`config.mk`:
```
export PLATFORM = sky130hd
export DESIGN_NAME = iid_lane
export DESIGN_NICKNAME = d
export VERILOG_FILES = /design/src/iid_pkg.sv /design/src/iid_lane.sv
export SDC_FILE = /design/constraint.sdc
export NUM_CORES = 1
export LEC_CHECK = 0
export BUFFER_PORTS_ARGS = -buffer_cell sky130_fd_sc_hd__buf_2
export CORE_MARGIN = 2
export CORE_UTILIZATION = 47
export DETAILED_ROUTE_END_ITERATION = 8
export PLACE_DENSITY_LB_ADDON = 0.1
export SYNTH_ARGS = -nofsm -noshare
export SYNTH_HDL_FRONTEND = slang
export SYNTH_SLANG_ARGS = --single-unit
```
`constraint.sdc`:
```
create_clock -name vclk -period 3.1
set_input_delay 0.31 -clock vclk [all_inputs]
set_output_delay 0.31 -clock vclk [all_outputs]
set_load 0.01 [all_outputs]
```
`src/iid_pkg.sv`:
```
// Shared types and constants for the image integrate/differentiate block.
// No dependencies; imported by every module of the block.
package iid_pkg;

   // Default and limit of the line store depth
   localparam int IID_MAX_WIDTH = 4096;

   // Configuration register file
   localparam int IID_CSR_DATA_W = 13;
   localparam int IID_CSR_INDEX_W = 1;
   localparam logic [IID_CSR_INDEX_W-1:0] IID_REG_MODE = 1'd0;
   localparam logic [IID_CSR_INDEX_W-1:0] IID_REG_IMAGE_WIDTH = 1'd1;
   localparam logic [IID_CSR_DATA_W-1:0] IID_IMAGE_WIDTH_RESET = 13'd4096;

   // Mode encoding
   localparam logic IID_MODE_INTEGRATE = 1'b0;
   localparam logic IID_MODE_DIFFERENTIATE = 1'b1;

   // Pixel geometry: four 8-bit channels, red in the low byte
   localparam int IID_CHAN_W = 8;
   localparam int IID_LANES = 4;
   localparam int IID_PIX_W = IID_CHAN_W * IID_LANES;

   typedef struct packed {
      logic       start_of_frame;
      logic [7:0] red_in;
      logic [7:0] green_in;
      logic [7:0] blue_in;
      logic [7:0] alpha_in;
   } iid_req_type;

   typedef struct packed {
      logic [7:0] red_out;
      logic [7:0] green_out;
      logic [7:0] blue_out;
      logic [7:0] alpha_out;
   } iid_rsp_type;

   // Position and mode flags shared by all channel lanes
   typedef struct packed {
      logic mode;
      logic col_zero;
      logic first_row;
   } iid_lane_ctrl_type;

endpackage

```
`src/iid_lane.sv`:
```
// One channel lane: running row sum and integrate/differentiate result.
// Depends on iid_pkg for the lane control struct and channel width.
module iid_lane
   import iid_pkg::*;
(
   input  iid_lane_ctrl_type      ctrl,
   input  logic [IID_CHAN_W-1:0]  pix,
   input  logic [IID_CHAN_W-1:0]  up,
   input  logic [IID_CHAN_W-1:0]  left,
   input  logic [IID_CHAN_W-1:0]  up_left,
   input  logic [IID_CHAN_W-1:0]  row_sum,
   output logic [IID_CHAN_W-1:0]  up_gated,
   output logic [IID_CHAN_W-1:0]  row_sum_next,
   output logic [IID_CHAN_W-1:0]  result
);

   logic [IID_CHAN_W-1:0] left_gated;
   logic [IID_CHAN_W-1:0] up_left_gated;
   logic [IID_CHAN_W-1:0] row_sum_gated;

   // Zero the neighbours that fall outside the image
   assign up_gated      = ctrl.first_row ? '0 : up;
   assign left_gated    = ctrl.col_zero ? '0 : left;
   assign up_left_gated = (ctrl.col_zero || ctrl.first_row) ? '0 : up_left;
   assign row_sum_gated = ctrl.col_zero ? '0 : row_sum;

   // Accumulate this row's inputs, wrapping at the channel width
   assign row_sum_next = row_sum_gated + pix;

   // Select the integrate or differentiate result
   always_comb begin
      if (ctrl.mode == IID_MODE_DIFFERENTIATE) begin
         result = pix - up_gated - left_gated + up_left_gated;
      end else begin
         result = up_gated + row_sum_next;
      end
   end

endmodule

```
==> results.toml, run 1 <==
[status]
status = "finished, violations left"
violations = "negative setup slack"

[place]
gp_congestion = 0.8365
portBuffers = 67
place_hpwl_um = 4016
dp.cells = 361
placed_area_mm2 = 0.002436
pre_cts_ws_ps = -696.2

[grt]
grt_max_degree = 16
grt_antenna_before_repair = 0
first_global_vias = 1908
grt_use_total_pct = 25.33
grt_overflow = 0
grt_pass1_wl_um = 8155

[timing]
fmax_mhz = 291.8
final.setup.worst_slack_ps = -327.1
tightest_slew_ps = 412.0
rsz0062_at_grt = "yes"
setup_viol = 3
relSlewSlack_pct = 72.10
period_share_pct = 110.6
fin_crit_ps = 3427
tns_ps = -710.7
hold_viol = 0
drv_slew = 0
holdWs_ps = 976.2

[floorplan]
start_util_pct = 48.64
fp.dieH_um = 62.54
num_rows = 21
core-area_mm2 = 0.003311
pin_count = 67
dieArea_mm2 = 0.003911
dieWidth_um = 62.54

[power_and_ir_drop]
totalPowerFinal_mw = 0.9418
ir_worst_vdd_mv = 0.1492
p_leak_nw = 1.468
power_density_mw_per_mm2 = 349.3

[critical_path]
crit_type = "primary input to primary output"
start_kind = "primary input"
path_max_fanout = 5
cp_slowest_stage_delay_ps = 510
end_kind = "primary output"
required_ps = 2790
crit_path_cell_trace = "buf_12, nand2b_4, fa_1, inv_2, fa_1, inv_2, ha_4, inv_2, fa_2, nor2b_2, o21ai_2, a21oi_2, or4b_4, a31oi_2, buf_2"
cpMostUsedCell = "inv_2"
critPathArrivalTime_ps = 3120
worst_path_max_delay_cell = "fa_1"

[yosys]
synth.avg_cell_area_um2 = 8.133
synthTopCellsByArea = "fa_1 20%, ha_1 18%, inv_1 7.5%, nor2b_1 6.2%, xnor2_1 4.4%"
netlist_instances = 198
yosysTopAreaCellShare_pct = 19.89
yosysTopAreaCell = "fa_1"
syn_nets = 280
ys_seq_area_share_pct = 0
syn_area_mm2 = 0.001610
yosysWarnings = 0
yosysUniqueCellTypes = 42

[cells_and_area]
areaGrowthSynthToFinish_pct = 67.44
seq_cell_count = 0
fin_util_pct = 81.44
area.sequential_um2 = 0
drive_gt1_share_pct = 52.48
diodes = 0
fin_cells = 368
stdcell_area_mm2 = 0.002696
clockBufferCount = 0
finalNetCount = 406

[route]
initialDrtViolationCount = 65
avgRoutedWirePerCell_um = 13.16
drcViolationCount = 0
vias = 1826
antenna_left = 0
vias_per_cell = 4.962
routed_wirelength_um = 4843
drt-pass1-iter-count = 4

[min_path]
holdCritPathClass = "primary input to primary output"
hold_end = "up_gated[0]"
min_from = "up[0]"
hold_depth = 4

[run]
maxCapViolations = 0
-- worst max-delay path by stage --
stage / depth (start not counted) / endpoint / slack, ps / start
after floorplan: 14 / result[6] / -220 / ctrl[1]
after global placement: 16 / result[7] / -540 / ctrl[1]
after detailed placement: 12 / result[7] / -700 / ctrl[0]
after CTS: 16 / result[7] / -320 / row_sum[1]
after global routing: 15 / result[6] / -450 / ctrl[0]
final: 15 / result[6] / -330 / ctrl[0]
-- report_power, final --
part	internal (mW)	switching, mW
clock	0	0
combinational	0.508	0.434
sequential	0	0
-- final cells by class --
| cell class | instances | area [um2] |
|---|---|---|
| well taps | 46 | 57.56 |
| multi-input cells | 163 | 1672 |
| fillers | 239 | 614.3 |
| repair buffers | 127 | 847.1 |
| inverters | 32 | 120.1 |
-- cell usage in the layout, fill, tap and decap left out, types with 2 or more instances in the layout --
cell type,n
o21ai_1,4
o21a_1,3
a21oi_2,5
buf_4,59
a211oi_1,4
nand2b_4,2
nand2b_1,3
nand3_1,2
or3_1,2
a21oi_1,4
xnor2_2,5
nand2_1,9
xnor3_1,2
ha_1,17
nor2b_2,2
fa_1,14
nor2_1,6
xor2_1,4
buf_12,2
inv_1,28
buf_2,64
a21o_1,5
o21ai_0,7
ha_4,6
and2b_1,6
xnor2_1,5
nor3_1,2
fa_2,2
o21ai_2,2
nor2b_1,14
inv_2,4
-- layer usage --
metal  routed length (um)  part of all wire (%)  global-route usage (%)  vias to the layer above
li1                     -                     -                       -                      925
met1                 2123                    44                   32.51                      844
met2                 2464                    51                   47.98                       51
met3                  192                   4.0                   1.622                        6
met4                   62                   1.3                   2.500                        0
met5                    0                     0                       0                        -
-- kinds of logic after synthesis --
kind of cell / share of synthesized area (%)
and+or+nand+nor: 20.36
AOI/OAI and AO/OA: 18.96
xor gates and xnor gates: 12.35
adders and majority gates: 37.76
muxes: 1.943
buffers and inverters: 8.625
-- worst max-delay path, delay by kind of cell --
| kind | cells | cell delay (ps) |
|---|---|---|
| buffers and inverters | 5 | 390 |
| AND/OR/NAND/NOR | 3 | 680 |
| AO/OA/AOI/OAI | 3 | 400 |
| adder cells (fa/ha/maj) | 4 | 1350 |
-- synthesized netlist by cell type, drive strengths merged (3+ instances only) --
library cell / count
a211oi: 6
a21o: 5
a21oi: 9
and2b: 7
fa: 16
ha: 23
inv: 32
nand2: 9
nand2b: 5
nor2: 7
nor2b: 17
nor3: 3
o21a: 3
o21ai: 13
xnor2: 10
xor2: 5
-- repair_timing --
item	CTS	global route
setup buffers	2	4
pin swaps	20	6
resized for setup	32	9
hold buffers	0	0
setup endpoints to repair	6	6
cloned	1	0
Note: power is estimated with default switching activity, not from simulation.
==> inputs of run 2 (changes only) <==
Settings changed: CORE_ASPECT_RATIO set to 0.5.
==> run 2 against run 1 <==
  * The flow still finishes with violations (negative setup slack)
  * Utilization rose by 5.8 points
  * Via count is 3.1% higher
  * Routed wire length rose by 19%
  * Non-clock buffer count down 5
  * Largest cell class unchanged
  * Highest routed layer unchanged
==> results.toml, run 2 (synthesis results as in run 1) <==
[critical_path]
critPathArrivalTime_ps = 3180
end_kind = "primary output"
path_max_fanout = 5
required_ps = 2790
crit_type = "primary input to primary output"
start_kind = "primary input"

[grt]
first_global_vias = 1869
grt_overflow = 0
grt_max_degree = 15
grt_antenna_before_repair = 0
grt_pass1_wl_um = 8535
grt_use_total_pct = 27.91

[route]
initialDrtViolationCount = 62
vias_per_cell = 5.275
avgRoutedWirePerCell_um = 16.08
vias = 1883
drcViolationCount = 0
antenna_left = 0
drt-pass1-iter-count = 4
routed_wirelength_um = 5740

[power_and_ir_drop]
p_leak_nw = 1.458
ir_worst_vdd_mv = 0.2573
power_density_mw_per_mm2 = 363.3

[timing]
drv_slew = 0
setup_viol = 5
tightest_slew_ps = 515.2
fin_crit_ps = 3494
relSlewSlack_pct = 65.21
fmax_mhz = 286.2
final.setup.worst_slack_ps = -394.2
period_share_pct = 112.7
rsz0062_at_grt = "yes"
hold_viol = 0

[clock_tree]
hold_buffers = 0

[status]
violations = "negative setup slack"
status = "finished, violations left"

[floorplan]
fp.dieH_um = 45.39
pin_count = 67
start_util_pct = 51.36
dieArea_mm2 = 0.003939
num_rows = 14
dieWidth_um = 86.78
core-area_mm2 = 0.003136

[cells_and_area]
multi_input_area_mm2 = 0.001727
drive_gt1_share_pct = 55.21
areaGrowthSynthToFinish_pct = 69.93
stdcell_area_mm2 = 0.002736
finalNetCount = 401
area.sequential_um2 = 0
seq_cell_count = 0
final_common_cell = "buf_2"
layout_common_cells = "64 x buf_2, 47 x buf_4, 25 x inv_1"
nFillCells = 173
clockBufferCount = 0
diodes = 0

[min_path]
hold_depth = 3
holdCritPathClass = "primary input to primary output"
hold_end = "row_sum_next[0]"
min_from = "pix[0]"

[run]
maxCapViolations = 0

[place]
gp_congestion = 0.8966
place_hpwl_um = 4086
pre_cts_ws_ps = -606.5
placed_area_mm2 = 0.002369
portBuffers = 67
run 2: critical path: stages:
cell      delay (ps)
buf_8            110
nand2b_4         140
fa_1             510
inv_1             60
fa_1             490
inv_2             50
ha_4             150
inv_2             50
fa_2             240
nor2b_4           60
o21ai_4          140
a21oi_2           90
or4b_4           480
a31oi_2          160
buf_2            150
run 2: cell type report:
type / count / area share [%]
timing repair buffer: 122 / 30.68
multi-input combinational: 163 / 63.10
tap: 40 / 1.829
inverter: 32 / 4.390
run 2: through the flow:
step	TNS, ps	hold WS, ps	utilization (%)	power, mW	cells
floorplan	-428.6	759.6	-	0.5078	198
global placement	-1805	985.0	75.54	0.7803	347
detailed placement	-2092	988.9	75.54	0.8006	347
CTS	-724.0	976.8	82.40	0.8996	350
global route	-1900	1030	87.27	1.074	357
finish	-1285	1017	87.27	0.9940	357
run 2: worst max path at each step:
stage | from | slack (ps) | cells after the start | end
floorplan | ctrl[1] | -220 | 14 | result[6]
global placement | ctrl[1] | -530 | 12 | result[7]
detailed placement | ctrl[1] | -610 | 15 | result[6]
CTS | ctrl[1] | -350 | 15 | result[6]
global route | ctrl[0] | -510 | 15 | result[6]
finish | ctrl[0] | -390 | 15 | result[6]
run 2: metal layers:
metal / part of all wire (%) / global-route usage, % / up-vias
li1: - / - / 909
met2: 49 / 53.59 / 64
met5: 0 / 0 / -
met1: 45 / 38.09 / 905
met3: 4.9 / 0.9058 / 5
met4: 0.89 / 0.3125 / 0
run 2: power breakdown:
group / switching (mW) / leakage [nW] / internal, mW
sequential: 0 / 0 / 0
clock: 0 / 0 / 0
combinational: 0.465 / 1.46 / 0.529
run 2: timing repair:
action                                  in CTS  in global routing
gates cloned                                 0                  1
gates resized for setup                     41                 18
setup buffers                                4                  8
endpoints found under the setup margin       6                  6
pin swaps                                   25                  9
==> inputs of run 3 (changes only) <==
Settings changed: BUFFER_PORTS_ARGS -buffer_cell sky130_fd_sc_hd__buf_2 to unset, CAP_MARGIN set to 20, CORE_UTILIZATION 47 to 62, DONT_BUFFER_PORTS set to 1.
Clock period 3.1 ns to 3 ns, I/O delays scaled along.
==> run 3 against run 2 <==
  * The run still ends with negative setup slack left
  * Combinational power grew 0.4%
  * Utilization grew 8.0 points
  * Global-route usage grew 11 points
  * Cell count shrank 21%
  * Routed wire length grew 16%
  * Largest cell class unchanged
==> results.toml, run 3 (synthesis results as in run 1) <==
[status]
status = "finished, violations left"
violations = "negative setup slack"

[critical_path]
critPathArrivalTime_ps = 3040
end_kind = "primary output"
required_ps = 2700
path_max_fanout = 4
critical_path.startpoint = "row_sum[1]"
crit_type = "primary input to primary output"
start_kind = "primary input"

[timing]
fin_crit_ps = 3342
fmax_mhz = 299.2
period_share_pct = 111.4
final.setup.worst_slack_ps = -341.7
drv_slew = 0
relSlewSlack_pct = 56.26
rsz0062_at_grt = "yes"
setup_viol = 4
hold_viol = 0
tightest_slew_ps = 647.9
holdWs_ps = 650.4

[floorplan]
fp.dieH_um = 40.04
num_rows = 12
core-area_mm2 = 0.002342
pin_count = 67
start_util_pct = 68.75
dieArea_mm2 = 0.003045
dieWidth_um = 76.07

[place]
pre_cts_ws_ps = -435.3
portBuffers = 0
gp_congestion = 0.9065
place_hpwl_um = 4029

[run]
maxCapViolations = 0

[route]
antenna_left = 0
drt-pass1-iter-count = 5
vias = 1899
drcViolationCount = 0
routed_wirelength_um = 6668
avgRoutedWirePerCell_um = 23.73
initialDrtViolationCount = 138
vias_per_cell = 6.758

[cells_and_area]
layout_common_cells = "51 x buf_4, 28 x inv_1, 18 x ha_1"
nFillCells = 63
final_common_cell = "buf_4"
diodes = 0
clockBufferCount = 0
drive_gt1_share_pct = 37.80
area.sequential_um2 = 0
finalNetCount = 330
areaGrowthSynthToFinish_pct = 38.62
seq_cell_count = 0

[min_path]
hold_depth = 1
holdCritPathClass = "primary input to primary output"
hold_end = "result[4]"
min_from = "ctrl[2]"

[power_and_ir_drop]
ir_worst_vdd_mv = 0.2996
p_leak_nw = 1.121
power_density_mw_per_mm2 = 447.0

[grt]
grt_overflow = 0
first_global_vias = 1893
grt_pass1_wl_um = 8970
grt_antenna_before_repair = 0
grt_max_degree = 18
grt_use_total_pct = 39.30

[clock_tree]
hold_buffers = 0
-- run 3: power by group --
| part | leakage (nW) | internal, mW | total, mW | switching [mW] |
|---|---|---|---|---|
| combinational | 1.12 | 0.487 | 0.998 | 0.511 |
| clock | 0 | 0 | 0 | 0 |
| sequential | 0 | 0 | 0 | 0 |
| total | 1.12 | 0.487 | 0.998 | 0.511 |
-- run 3: worst max path at each step --
stage                      to  slack [ps]  cells after the start
finish              result[7]        -340                     14
global route        result[7]        -440                     14
CTS                 result[6]        -260                     13
detailed placement  result[7]        -440                     10
global placement    result[6]        -320                     13
floorplan           result[6]        -300                     14
-- run 3: layout make-up --
cell class / instances / area (um2) / area share [%]
Multi-Input combinational cell: 163 / 1685 / 75.50
Inverter: 32 / 120.1 / 5.381
Tap cell: 35 / 43.79 / 1.962
Timing Repair Buffer: 51 / 382.9 / 17.15
-- run 3: timing repair --
action | in CTS | in global routing
setup buffers | 0 | 1
gates cloned | 0 | 0
pin swaps | 13 | 9
setup endpoints to repair | 5 | 5
resized for setup | 21 | 10
-- run 3: per-stage QoR --
step	instances	cell area [um2]	TNS, ps	utilization, %	total power [mW]
after floorplan	198	1687	-588.6	-	0.5260
after CTS	280	2165	-512.1	92.41	0.8466
after detailed placement	280	2066	-1140	88.19	0.7841
after global routing	281	2232	-1157	95.30	1.041
final	281	2232	-722.1	95.30	0.9978
after global placement	280	2066	-731.2	88.19	0.7507
-- run 3: critical path: stages --
cell      delay (ps)
nor2b_1          130
buf_4            140
fa_2             350
a21o_1           190
a21oi_2          180
o21bai_1         100
a21oi_2          200
xnor2_2          130
ha_4             310
o211ai_1         120
a21o_1           180
o221a_2          270
xnor3_1          200
mux2i_2          230
-- run 3: metal layers --
metal  global-route usage [%]  routed length, um  vias to the layer above
li1                         -                  -                      767
met4                    25.91                460                        0
met3                    10.36                875                       58
met1                    38.56               2219                      858
met5                        0                  0                        -
met2                    81.03               3112                      216
